[config.mk]
export PLATFORM = sky130hd
export DESIGN_NAME = fifo_cache_miss_counter_core
export DESIGN_NICKNAME = d
export VERILOG_FILES = /design/src/sv/fcmc_pkg.sv /design/src/sv/fcmc_ram.sv /design/src/sv/fcmc_ctrl.sv /design/src/sv/fcmc_dp.sv /design/src/sv/fifo_cache_miss_counter_core.sv
export SDC_FILE = /design/constraint.sdc
export NUM_CORES = 2
export LEC_CHECK = 0
export BUFFER_PORTS_ARGS = -buffer_cell sky130_fd_sc_hd__buf_4
export CAP_MARGIN = 5
export CORE_MARGIN = 2
export CORE_UTILIZATION = 35
export CTS_CLUSTER_DIAMETER = 120
export DETAILED_ROUTE_END_ITERATION = 6
export PLACE_DENSITY = 0.52
export SETUP_SLACK_MARGIN = 0.2
export SLEW_MARGIN = 15
export SYNTH_ARGS = -nofsm -noshare
export SYNTH_HDL_FRONTEND = slang
export SYNTH_SLANG_ARGS = --single-unit
[constraint.sdc]
create_clock -name i_clk -period 6.6 [get_ports i_clk]
set_clock_uncertainty 0.1 [all_clocks]
set_input_delay 0.66 -clock i_clk [delete_from_list [all_inputs] [get_ports i_clk]]
set_output_delay 0.66 -clock i_clk [all_outputs]
set_load 0.02 [all_outputs]
[src/sv/fcmc_pkg.sv]
// ----------------------------------------------------------------------------
// fcmc_pkg
// Shared types, codes and constants of the FIFO cache miss counter.
// ----------------------------------------------------------------------------
package fcmc_pkg;

    localparam int unsigned NUM_CACHES_DEF  = 4;
    localparam int unsigned MAX_ENTRIES_DEF = 16;
    localparam int unsigned ADDR_BITS_DEF   = 32;
    localparam int unsigned CAP_W           = 5;
    localparam logic [4:0]  CAP_RESET       = 5'd16;
    localparam int unsigned NUM_CAP_REGS    = 4;

    localparam logic [1:0] OP_ADDR = 2'd0;
    localparam logic [1:0] OP_RANG = 2'd1;
    localparam logic [1:0] OP_STAT = 2'd2;

    typedef struct packed {
        logic [1:0]  opcode;
        logic [31:0] address;
        logic [31:0] stride;
        logic [15:0] count;
    } t_in_item;

    typedef struct packed {
        logic [1:0]  cache_index;
        logic [31:0] miss_count;
        logic        last;
    } t_out_item;

    typedef enum logic [2:0] {
        ST_IDLE,
        ST_READ,
        ST_CMP,
        ST_UPD,
        ST_STAT
    } t_state;

    // Commands from the controller to the datapath.
    typedef struct packed {
        logic load;      // capture the input item
        logic rd;        // issue entry read for current slot
        logic cmp;       // compare read data against the key
        logic upd;       // apply miss update, step address
        logic stat_emit; // drive current cache's count on the output
        logic stat_clr;  // clear that count and advance cache
    } t_cmd;

    typedef struct packed {
        logic scan_done; // reads issued for all slots of all caches
        logic upd_last;  // the update step is on the final cache
        logic rng_done;  // no addresses remaining after the current one
        logic stat_last; // the current stat cache is the final one
    } t_sts;

endpackage

[src/sv/fcmc_ram.sv]
// ----------------------------------------------------------------------------
// fcmc_ram
// Generic single-port-write, single-read RAM with registered read data.
// ----------------------------------------------------------------------------
module fcmc_ram #(
    parameter int unsigned WIDTH = 32,
    parameter int unsigned DEPTH = 64
) (
    input  logic                     i_clk,
    input  logic                     i_we,
    input  logic [$clog2(DEPTH)-1:0] i_waddr,
    input  logic [WIDTH-1:0]         i_wdata,
    input  logic [$clog2(DEPTH)-1:0] i_raddr,
    output logic [WIDTH-1:0]         o_rdata
);
    logic [WIDTH-1:0] r_mem [DEPTH];

    always_ff @(posedge i_clk) begin
        if (i_we) begin
            r_mem[i_waddr] <= i_wdata;
        end
        o_rdata <= r_mem[i_raddr];
    end
endmodule

[src/sv/fcmc_ctrl.sv]
// ----------------------------------------------------------------------------
// fcmc_ctrl
// Controller state machine of the FIFO cache miss counter.
// ----------------------------------------------------------------------------
module fcmc_ctrl
    import fcmc_pkg::*;
(
    input  logic     i_clk,
    input  logic     i_rst_n,
    input  logic     i_valid,
    input  t_in_item i_item,
    input  logic     i_out_ready,
    input  t_sts     i_sts,
    output logic     o_ready,
    output logic     o_out_valid,
    output t_cmd     o_cmd
);
    t_state r_state, n_state;
    logic   w_acc;

    assign w_acc = i_valid && o_ready;

    always_ff @(posedge i_clk) begin
        if (!i_rst_n) begin
            r_state <= ST_IDLE;
        end else begin
            r_state <= n_state;
        end
    end

    always_comb begin
        n_state = r_state;
        case (r_state)
            ST_IDLE: begin
                if (w_acc) begin
                    case (i_item.opcode)
                        OP_ADDR: n_state = ST_READ;
                        OP_RANG: n_state = (i_item.count != '0) ? ST_READ : ST_IDLE;
                        OP_STAT: n_state = ST_STAT;
                        default: n_state = ST_IDLE;
                    endcase
                end
            end
            ST_READ: n_state = ST_CMP;
            ST_CMP:  n_state = i_sts.scan_done ? ST_UPD : ST_CMP;
            ST_UPD: begin
                if (i_sts.upd_last) begin
                    n_state = i_sts.rng_done ? ST_IDLE : ST_READ;
                end
            end
            ST_STAT: begin
                if (i_out_ready && i_sts.stat_last) begin
                    n_state = ST_IDLE;
                end
            end
            default: n_state = ST_IDLE;
        endcase
    end

    always_comb begin
        o_cmd       = '0;
        o_ready     = 1'b0;
        o_out_valid = 1'b0;
        case (r_state)
            ST_IDLE: begin
                o_ready    = 1'b1;
                o_cmd.load = w_acc;
            end
            ST_READ: o_cmd.rd = 1'b1;
            ST_CMP: begin
                o_cmd.cmp = 1'b1;
                o_cmd.rd  = !i_sts.scan_done;
            end
            ST_UPD: o_cmd.upd = 1'b1;
            ST_STAT: begin
                o_out_valid       = 1'b1;
                o_cmd.stat_emit   = 1'b1;
                o_cmd.stat_clr    = i_out_ready;
            end
            default: ;
        endcase
    end

    assert property (@(posedge i_clk) disable iff (!i_rst_n)
        o_ready |-> !o_out_valid)
        else $error("ready and output valid at once");
    assert property (@(posedge i_clk) disable iff (!i_rst_n)
        (r_state == ST_UPD) |=> (r_state != ST_CMP && r_state != ST_STAT))
        else $error("update not followed by update, idle or read");
    assert property (@(posedge i_clk) disable iff (!i_rst_n)
        (r_state == ST_READ) |=> (r_state == ST_CMP))
        else $error("read not followed by compare");
endmodule

[src/sv/fcmc_dp.sv]
// ----------------------------------------------------------------------------
// fcmc_dp
// Datapath: capacity registers, per-cache FIFO state, miss counters, and
// the entry scan over the shared entry memory.
// ----------------------------------------------------------------------------
module fcmc_dp
    import fcmc_pkg::*;
#(
    parameter int unsigned NUM_CACHES  = NUM_CACHES_DEF,
    parameter int unsigned MAX_ENTRIES = MAX_ENTRIES_DEF,
    parameter int unsigned ADDR_BITS   = ADDR_BITS_DEF
) (
    input  logic        i_clk,
    input  logic        i_rst_n,
    input  t_in_item    i_item,
    input  logic        i_cfg_we,
    input  logic [1:0]  i_cfg_idx,
    input  logic [4:0]  i_cfg_data,
    input  t_cmd        i_cmd,
    output t_sts        o_sts,
    output t_out_item   o_item
);
    localparam int unsigned CW = (NUM_CACHES > 1) ? $clog2(NUM_CACHES) : 1;
    localparam int unsigned EW = (MAX_ENTRIES > 1) ? $clog2(MAX_ENTRIES) : 1;
    localparam int unsigned FW = $clog2(MAX_ENTRIES + 1);
    localparam int unsigned DEPTH = NUM_CACHES * (2 ** EW);
    localparam int unsigned AW = $clog2(DEPTH);
    localparam logic [FW-1:0] MAXE = FW'(MAX_ENTRIES);

    logic [CAP_W-1:0]     r_cap  [NUM_CACHES];
    logic [FW-1:0]        r_fill [NUM_CACHES];
    logic [EW-1:0]        r_ptr  [NUM_CACHES];
    logic [31:0]          r_miss [NUM_CACHES];
    logic [NUM_CACHES-1:0] r_hit;
    logic [31:0]          r_addr, r_stride;
    logic [15:0]          r_cnt;
    logic [CW-1:0]        r_c, r_sc;   // scan cache, stat cache
    logic [FW-1:0]        r_s;         // scan slot
    logic [CW-1:0]        r_cc;        // cache of the data in flight
    logic [FW-1:0]        r_cs;
    logic [ADDR_BITS-1:0] w_rdata, w_key;
    logic                 w_we;
    logic [AW-1:0]        w_waddr, w_raddr;
    logic [CW-1:0]        r_wc;
    logic                 r_done, r_rdv;
    logic                 w_last_slot, w_last_cache;
    logic                 w_upd_miss;

    // Effective capacity: zero acts as one, clamp to MAX_ENTRIES.
    function automatic logic [FW-1:0] eff_cap(input logic [CAP_W-1:0] cap);
        if (cap == '0) return FW'(1);
        if (32'(cap) > MAX_ENTRIES) return MAXE;
        return FW'(cap);
    endfunction

    function automatic logic [FW-1:0] eff_fill(input logic [FW-1:0] f,
                                                input logic [FW-1:0] c);
        return (f > c) ? c : f;
    endfunction

    assign w_key = ADDR_BITS'(r_addr);
    // Reads: cache r_c, slot r_s.
    assign w_raddr = AW'({r_c, r_s[EW-1:0]});

    // Scan walks slots of each cache up to its fill; caches with empty
    // fill are skipped with a read of slot zero that is ignored.
    always_comb begin
        w_last_slot  = (32'(r_s) + 32'd1 >= 32'(eff_fill(r_fill[r_c], eff_cap(r_cap[r_c]))));
        w_last_cache = (32'(r_c) == NUM_CACHES - 1);
    end
    assign o_sts.scan_done = r_done;

    always_ff @(posedge i_clk) begin
        if (!i_rst_n) begin
            r_done <= 1'b0;
            r_rdv  <= 1'b0;
        end else begin
            if (i_cmd.load || i_cmd.upd) begin
                r_done <= 1'b0;
            end else if (i_cmd.rd && w_last_slot && w_last_cache) begin
                r_done <= 1'b1;
            end
            r_rdv <= i_cmd.rd;
        end
    end

    always_ff @(posedge i_clk) begin
        if (i_cmd.rd) begin
            r_cc <= r_c;
            r_cs <= r_s;
        end
    end

    // One write per missing cache, sequenced through r_wc during update.
    fcmc_ram #(.WIDTH(ADDR_BITS), .DEPTH(DEPTH)) u_ram (
        .i_clk  (i_clk),
        .i_we   (w_we),
        .i_waddr(w_waddr),
        .i_wdata(w_key),
        .i_raddr(w_raddr),
        .o_rdata(w_rdata)
    );

    assign o_sts.upd_last  = (r_wc == CW'(NUM_CACHES - 1));
    assign o_sts.rng_done  = (r_cnt <= 16'd1);
    assign o_sts.stat_last = (32'(r_sc) == NUM_CACHES - 1);

    // The pointer always stays below the capacity, so it is the write slot.
    assign w_upd_miss = i_cmd.upd && !r_hit[r_wc];
    assign w_we    = w_upd_miss;
    assign w_waddr = AW'({r_wc, r_ptr[r_wc]});

    always_ff @(posedge i_clk) begin
        if (!i_rst_n) begin
            r_c  <= '0;
            r_s  <= '0;
            r_wc <= '0;
            r_sc <= '0;
            r_hit <= '0;
            r_cnt <= '0;
            for (int i = 0; i < NUM_CACHES; i++) begin
                r_cap[i]  <= CAP_RESET;
                r_fill[i] <= '0;
                r_ptr[i]  <= '0;
                r_miss[i] <= '0;
            end
        end else begin
            if (i_cfg_we && 32'(i_cfg_idx) < NUM_CACHES) begin
                r_cap[CW'(i_cfg_idx)]  <= i_cfg_data;
                r_fill[CW'(i_cfg_idx)] <= '0;
                r_ptr[CW'(i_cfg_idx)]  <= '0;
            end
            if (i_cmd.load) begin
                r_addr   <= i_item.address;
                r_stride <= i_item.stride;
                r_cnt    <= (i_item.opcode == OP_RANG) ? i_item.count : 16'd1;
                r_c <= '0; r_s <= '0; r_wc <= '0; r_sc <= '0;
                r_hit <= '0;
            end
            if (i_cmd.rd) begin
                if (w_last_slot) begin
                    r_s <= '0;
                    if (!w_last_cache) r_c <= r_c + CW'(1);
                end else begin
                    r_s <= r_s + FW'(1);
                end
            end
            if (i_cmd.cmp && r_rdv
                && r_cs < eff_fill(r_fill[r_cc], eff_cap(r_cap[r_cc]))
                && w_rdata == w_key) begin
                r_hit[r_cc] <= 1'b1;
            end
            if (i_cmd.upd) begin
                if (!r_hit[r_wc]) begin
                    if (r_miss[r_wc] != '1) r_miss[r_wc] <= r_miss[r_wc] + 32'd1;
                    r_ptr[r_wc] <= (FW'(r_ptr[r_wc]) + FW'(1) >= eff_cap(r_cap[r_wc]))
                                   ? '0 : r_ptr[r_wc] + EW'(1);
                    r_fill[r_wc] <= (eff_fill(r_fill[r_wc], eff_cap(r_cap[r_wc]))
                                     < eff_cap(r_cap[r_wc]))
                                    ? eff_fill(r_fill[r_wc], eff_cap(r_cap[r_wc])) + FW'(1)
                                    : eff_cap(r_cap[r_wc]);
                end
                if (r_wc == CW'(NUM_CACHES - 1)) begin
                    r_wc  <= '0;
                    r_c   <= '0;
                    r_s   <= '0;
                    r_hit <= '0;
                    r_cnt <= r_cnt - 16'd1;
                    r_addr <= r_addr + r_stride;
                end else begin
                    r_wc <= r_wc + CW'(1);
                end
            end
            if (i_cmd.stat_clr) begin
                r_miss[r_sc] <= '0;
                r_sc <= r_sc + CW'(1);
            end
        end
    end

    assign o_item.cache_index = 2'(r_sc);
    assign o_item.miss_count  = r_miss[r_sc];
    assign o_item.last        = o_sts.stat_last;
endmodule

[src/sv/fifo_cache_miss_counter_core.sv]
// ----------------------------------------------------------------------------
// fifo_cache_miss_counter_core
// Several FIFO-replacement fully associative caches counting misses.
// ----------------------------------------------------------------------------
// The input channel takes one item at a time: a single access, a range
// access, or a stat request. Accesses yield no results. A stat request
// yields one item per cache, the final one flagged by last, and clears the
// counts. The configuration channel is ready only while the block is idle.
// An item is accepted while the block is idle. Each address then reads
// every filled slot of every cache through the shared entry memory, one
// slot per cycle, with one read for a cache that is still empty, then
// compares the final read and updates each cache in turn. A range access
// repeats these steps for count addresses, stepping by the stride. A stat
// request emits the result of each cache in turn; a stall holds the current
// result and the input stays not ready until the final result is taken.
// Reset clears fill counts, pointers and counters and sets capacities to
// their maximum; entry memory needs no clearing since only filled slots
// are ever compared.
// ----------------------------------------------------------------------------
module fifo_cache_miss_counter_core
    import fcmc_pkg::*;
#(
    parameter int unsigned NUM_CACHES  = NUM_CACHES_DEF,
    parameter int unsigned MAX_ENTRIES = MAX_ENTRIES_DEF,
    parameter int unsigned ADDR_BITS   = ADDR_BITS_DEF
) (
    input  logic      i_clk,
    input  logic      i_rst_n,
    input  logic      i_valid,
    output logic      o_ready,
    input  t_in_item  i_item,
    output logic      o_valid,
    input  logic      i_ready,
    output t_out_item o_item,
    input  logic      i_cfg_valid,
    output logic      o_cfg_ready,
    input  logic [1:0] i_cfg_index,
    input  logic [4:0] i_cfg_data
);
    t_cmd w_cmd;
    t_sts w_sts;
    logic w_cfg_we;

    // Configuration is accepted only while no item is in flight.
    assign o_cfg_ready = o_ready;
    assign w_cfg_we    = i_cfg_valid && o_cfg_ready;

    fcmc_ctrl u_ctrl (
        .i_clk      (i_clk),
        .i_rst_n    (i_rst_n),
        .i_valid    (i_valid),
        .i_item     (i_item),
        .i_out_ready(i_ready),
        .i_sts      (w_sts),
        .o_ready    (o_ready),
        .o_out_valid(o_valid),
        .o_cmd      (w_cmd)
    );

    fcmc_dp #(
        .NUM_CACHES (NUM_CACHES),
        .MAX_ENTRIES(MAX_ENTRIES),
        .ADDR_BITS  (ADDR_BITS)
    ) u_dp (
        .i_clk     (i_clk),
        .i_rst_n   (i_rst_n),
        .i_item    (i_item),
        .i_cfg_we  (w_cfg_we),
        .i_cfg_idx (i_cfg_index),
        .i_cfg_data(i_cfg_data),
        .i_cmd     (w_cmd),
        .o_sts     (w_sts),
        .o_item    (o_item)
    );
endmodule
==> results.py <==
metrics = {
    "detailed_routing": {
        "vias": 53400,
        "wirelength_mm": 280,
        "drt_pass1_iterations": 5,
        "postRouteAntennaNets": 0,
        "drtIter0Drc": 5926,
        "drt-wirelength-per-cell_microns": 28.7,
        "drc": 0,
        "vias_per_cell": 5.47,
    },
    "synthesis": {
        "ys.flop_type": "edfxtp_1",
        "synth.top_cell.area_share": 0.711,
        "post_synth_num_cell_types": 77,
        "yosys_warnings": 0,
        "synth_xor_area_frac": 0.00810,
        "netlist_area_sq_mm": 0.0973,
        "syn_nets": 5668,
        "synthMuxAreaShare": 0.148,
        "synth_top_family_by_area": "multiplexers",
        "synth_area_per_cell_sq_um": 17.7,
        "synth_compound_area_frac": 0.0549,
        "yosysMostFrequentCell": "edfxtp_1",
        "synth_common_cells": "edfxtp_1, mux2i_1, mux4_2",
        "synth.ff_latch_count": 2377,
        "synth_cells": 5497,
        "synth_top_cell_by_area": "edfxtp_1",
        "synthArstFlopShare": 0,
        "yosys-top-cells-area": "edfxtp_1, mux4_2, mux2i_1",
        "ys_seq_area_frac": 0.726,
        "synth_edf_count": 2303,
        "yosys.area_share.simple": 0.0370,
        "synthAdderAreaFrac": 0.00998,
    },
    "sta": {
        "worst_pin_slew_ns": 1.40,
        "setup_slack_ns": 1.16,
        "setup-tns-final_ns": 0,
        "min_period_ns": 5.44,
        "rsz0062_at_grt": "no",
        "post-route-period-util": 0.824,
        "finalHoldViolations": 0,
        "max_freq_mhz": 184,
        "setup_viol": 0,
        "slew_violations": 0,
        "slew_headroom": 0.0631,
    },
    "place": {
        "hpwlAfterDp_mm": 165,
        "dp_slack_ns": 1.18,
        "port_buffers": 131,
        "place.gp.congestion": 0.824,
    },
    "floorplanning": {
        "placementRows": 193,
        "core-area_sq_mm": 0.276,
        "initial_utilization": 0.352,
        "dieArea_sq_mm": 0.282,
        "ios": 132,
        "die_x_microns": 531,
        "die_h_microns": 531,
    },
    "clocking": {
        "cts_sinks": 2377,
        "numCtsBuffers": 275,
        "clkTransAtPathRegs_ns": 0.06,
        "hold_buffers": 61,
        "cts_setup_buffers": 0,
        "htreeDepth": 5,
        "clk_latency_ns": 0.94,
        "clock_path_buffers": 4,
        "cts_tree": "done",
        "cts-root-buf": "clkbuf_16",
        "postCtsResizedCells": 0,
    },
    "layout": {
        "ff_latch_area_sq_mm": 0.0707,
        "nFillCells": 24700,
        "nets": 6023,
        "utilization": 0.408,
        "multi_input_area_sq_mm": 0.0256,
        "area_growth_pct": 16.0,
        "drive_gt1_frac": 0.216,
    },
    "global_routing": {
        "gr-total-overflow": 0,
        "antenna_found_initial": 19,
        "grt_max_degree": 117,
        "grt_pass1_wl_mm": 397,
        "grt_pass1_vias": 53500,
        "grtUsageTotal": 0.196,
    },
    "run_status": {
        "status": "finished clean",
    },
    "setup_path": {
        "path_class": "flip-flop to flip-flop",
        "reg2regPathDepth": 14,
        "path_max_fanout": 35,
        "cp.required_ns": 7.10,
        "rrSetupSlack_ns": 1.16,
        "endpoint_kind": "flip-flop",
        "r2r_end": "u_dp.r_fill[2][0]",
        "cp_data_arrival_time_ns": 5.94,
        "startpoint_type": "flip-flop",
        "crit_end": "u_dp.r_fill[2][0]",
    },
    "min_path": {
        "hold_class": "primary input to flip-flop",
        "min_path_cells": 3,
    },
    "run": {
        "maxCapViolations": 0,
    },
    "pwr": {
        "p_leak_nw": 35.0,
        "vdd_drop_max_uv": 274,
        "p_per_area_mw_per_mm2": 302,
    },
}
report_power, final:
group          internal, mW  total, mW  switching (mW)  leakage [nW]
Clock                  8.54       14.5            5.91          4.12
Sequential             16.9       17.0           0.130          21.6
Combinational         0.954       2.63            1.68          9.22
Total                  26.4       34.1            7.72          35.0
metrics by stage:
stage	cells	cell area [sq um]	power, mW	hold slack (ns)
final	9752	113000	34.1	0.0691
after global routing	9743	113000	35.2	0.0450
after CTS	9741	113000	34.4	0.000610
after detailed placement	9219	104000	20.0	0.369
after global placement	9217	104000	19.9	0.344
after floorplan	5497	97300	18.9	0.306
cells by family after synthesis:
family          after synthesis
buf+inv                     372
compound gates              858
flops                      2377
fa+ha+maj                    77
simple gates                806
mux                         917
xor+xnor                     90
critical path, cell delays in order (launching register included):
cell     delay (ns)
dfxtp_4        0.51
buf_4          0.64
mux4_2         0.61
ha_1           0.32
and3_1         0.17
and3_1         0.19
a31oi_1        0.59
mux2_2         0.46
ha_1           0.32
o21a_1         0.18
o21ai_0        0.14
o21ai_1        0.13
a21oi_4        0.30
mux2i_1        0.40
nor2_1         0.10
per-layer routing:
metal / track usage / part of all wire / up-vias
met5: 0 / 0.000039 / -
met4: 0.0456 / 0.021 / 2
met3: 0.0362 / 0.074 / 352
met2: 0.310 / 0.46 / 2029
met1: 0.281 / 0.44 / 28100
li1: - / - / 22900
flip-flops by register name (all words and copies together), names as in the netlist, 2 cells and up, named ones only:
signal              count
u_dp.r_miss           128
u_dp.r_stride          32
u_dp.r_cnt             16
u_dp.u_ram.r_mem     2048
u_dp.r_wc               2
u_dp.r_hit              4
u_dp.r_cap             20
u_ctrl.r_state          3
u_dp.r_c                2
u_dp.r_cc               2
u_dp.u_ram.o_rdata     32
u_dp.r_s                5
u_dp.r_addr            32
u_dp.r_fill            20
u_dp.r_ptr             16
u_dp.r_cs               5
u_dp.r_sc               2
placed cells by master (no fill, tap or decap), types with 11 or more instances in the layout:
cell              n
clkbuf_1         49
nor2b_1          19
o22ai_1         127
mux2i_1         389
edfxtp_1       2303
clkbuf_16       287
nor2_4           62
nor4_1           19
clkinv_1         52
nor3_1           33
nand2b_1         17
ha_1             76
nand4_1          24
nand2_1         300
clkinv_2         43
xnor2_1          51
bufinv_16        15
buf_4           291
o21ai_0         156
dfxtp_1          65
a21o_1           22
a31oi_1          33
buf_12           20
and2_1           23
xor2_1           39
a21oi_1         298
and3_1           19
mux4_2          381
a211oi_1         16
o221ai_1        125
diode_2          11
dlygate4sd3_1    61
mux2_2          129
nor2_1          209
nand3_1          30
inv_1            74
o21a_1           12
worst min-delay path by stage:
stage             startpoint              to  slack [ns]
2_1_floorplan    u_dp.r_s[2]    u_dp.r_cs[2]        0.31
3_3_place_gp   u_dp.r_hit[1]   u_dp.r_hit[1]        0.34
3_5_place_dp   u_dp.r_hit[2]   u_dp.r_hit[2]        0.37
4_1_cts           i_item[52]  u_dp.r_addr[4]      0.0006
5_1_grt           i_item[52]  u_dp.r_addr[4]        0.05
6_report          i_item[54]  u_dp.r_addr[6]        0.07
final cells by class:
| class | instances | area share |
|---|---|---|
| clock buffers | 343 | 0.0661 |
| flip-flops and latches | 2377 | 0.626 |
| multi-input cells | 2748 | 0.227 |
| repair buffers | 374 | 0.0288 |
| clock inverters | 118 | 0.00834 |
| well taps | 3705 | 0.0411 |
| inverters | 76 | 0.00253 |
| diodes | 11 | 0.000244 |
Note: power is estimated with default switching activity, not from simulation.
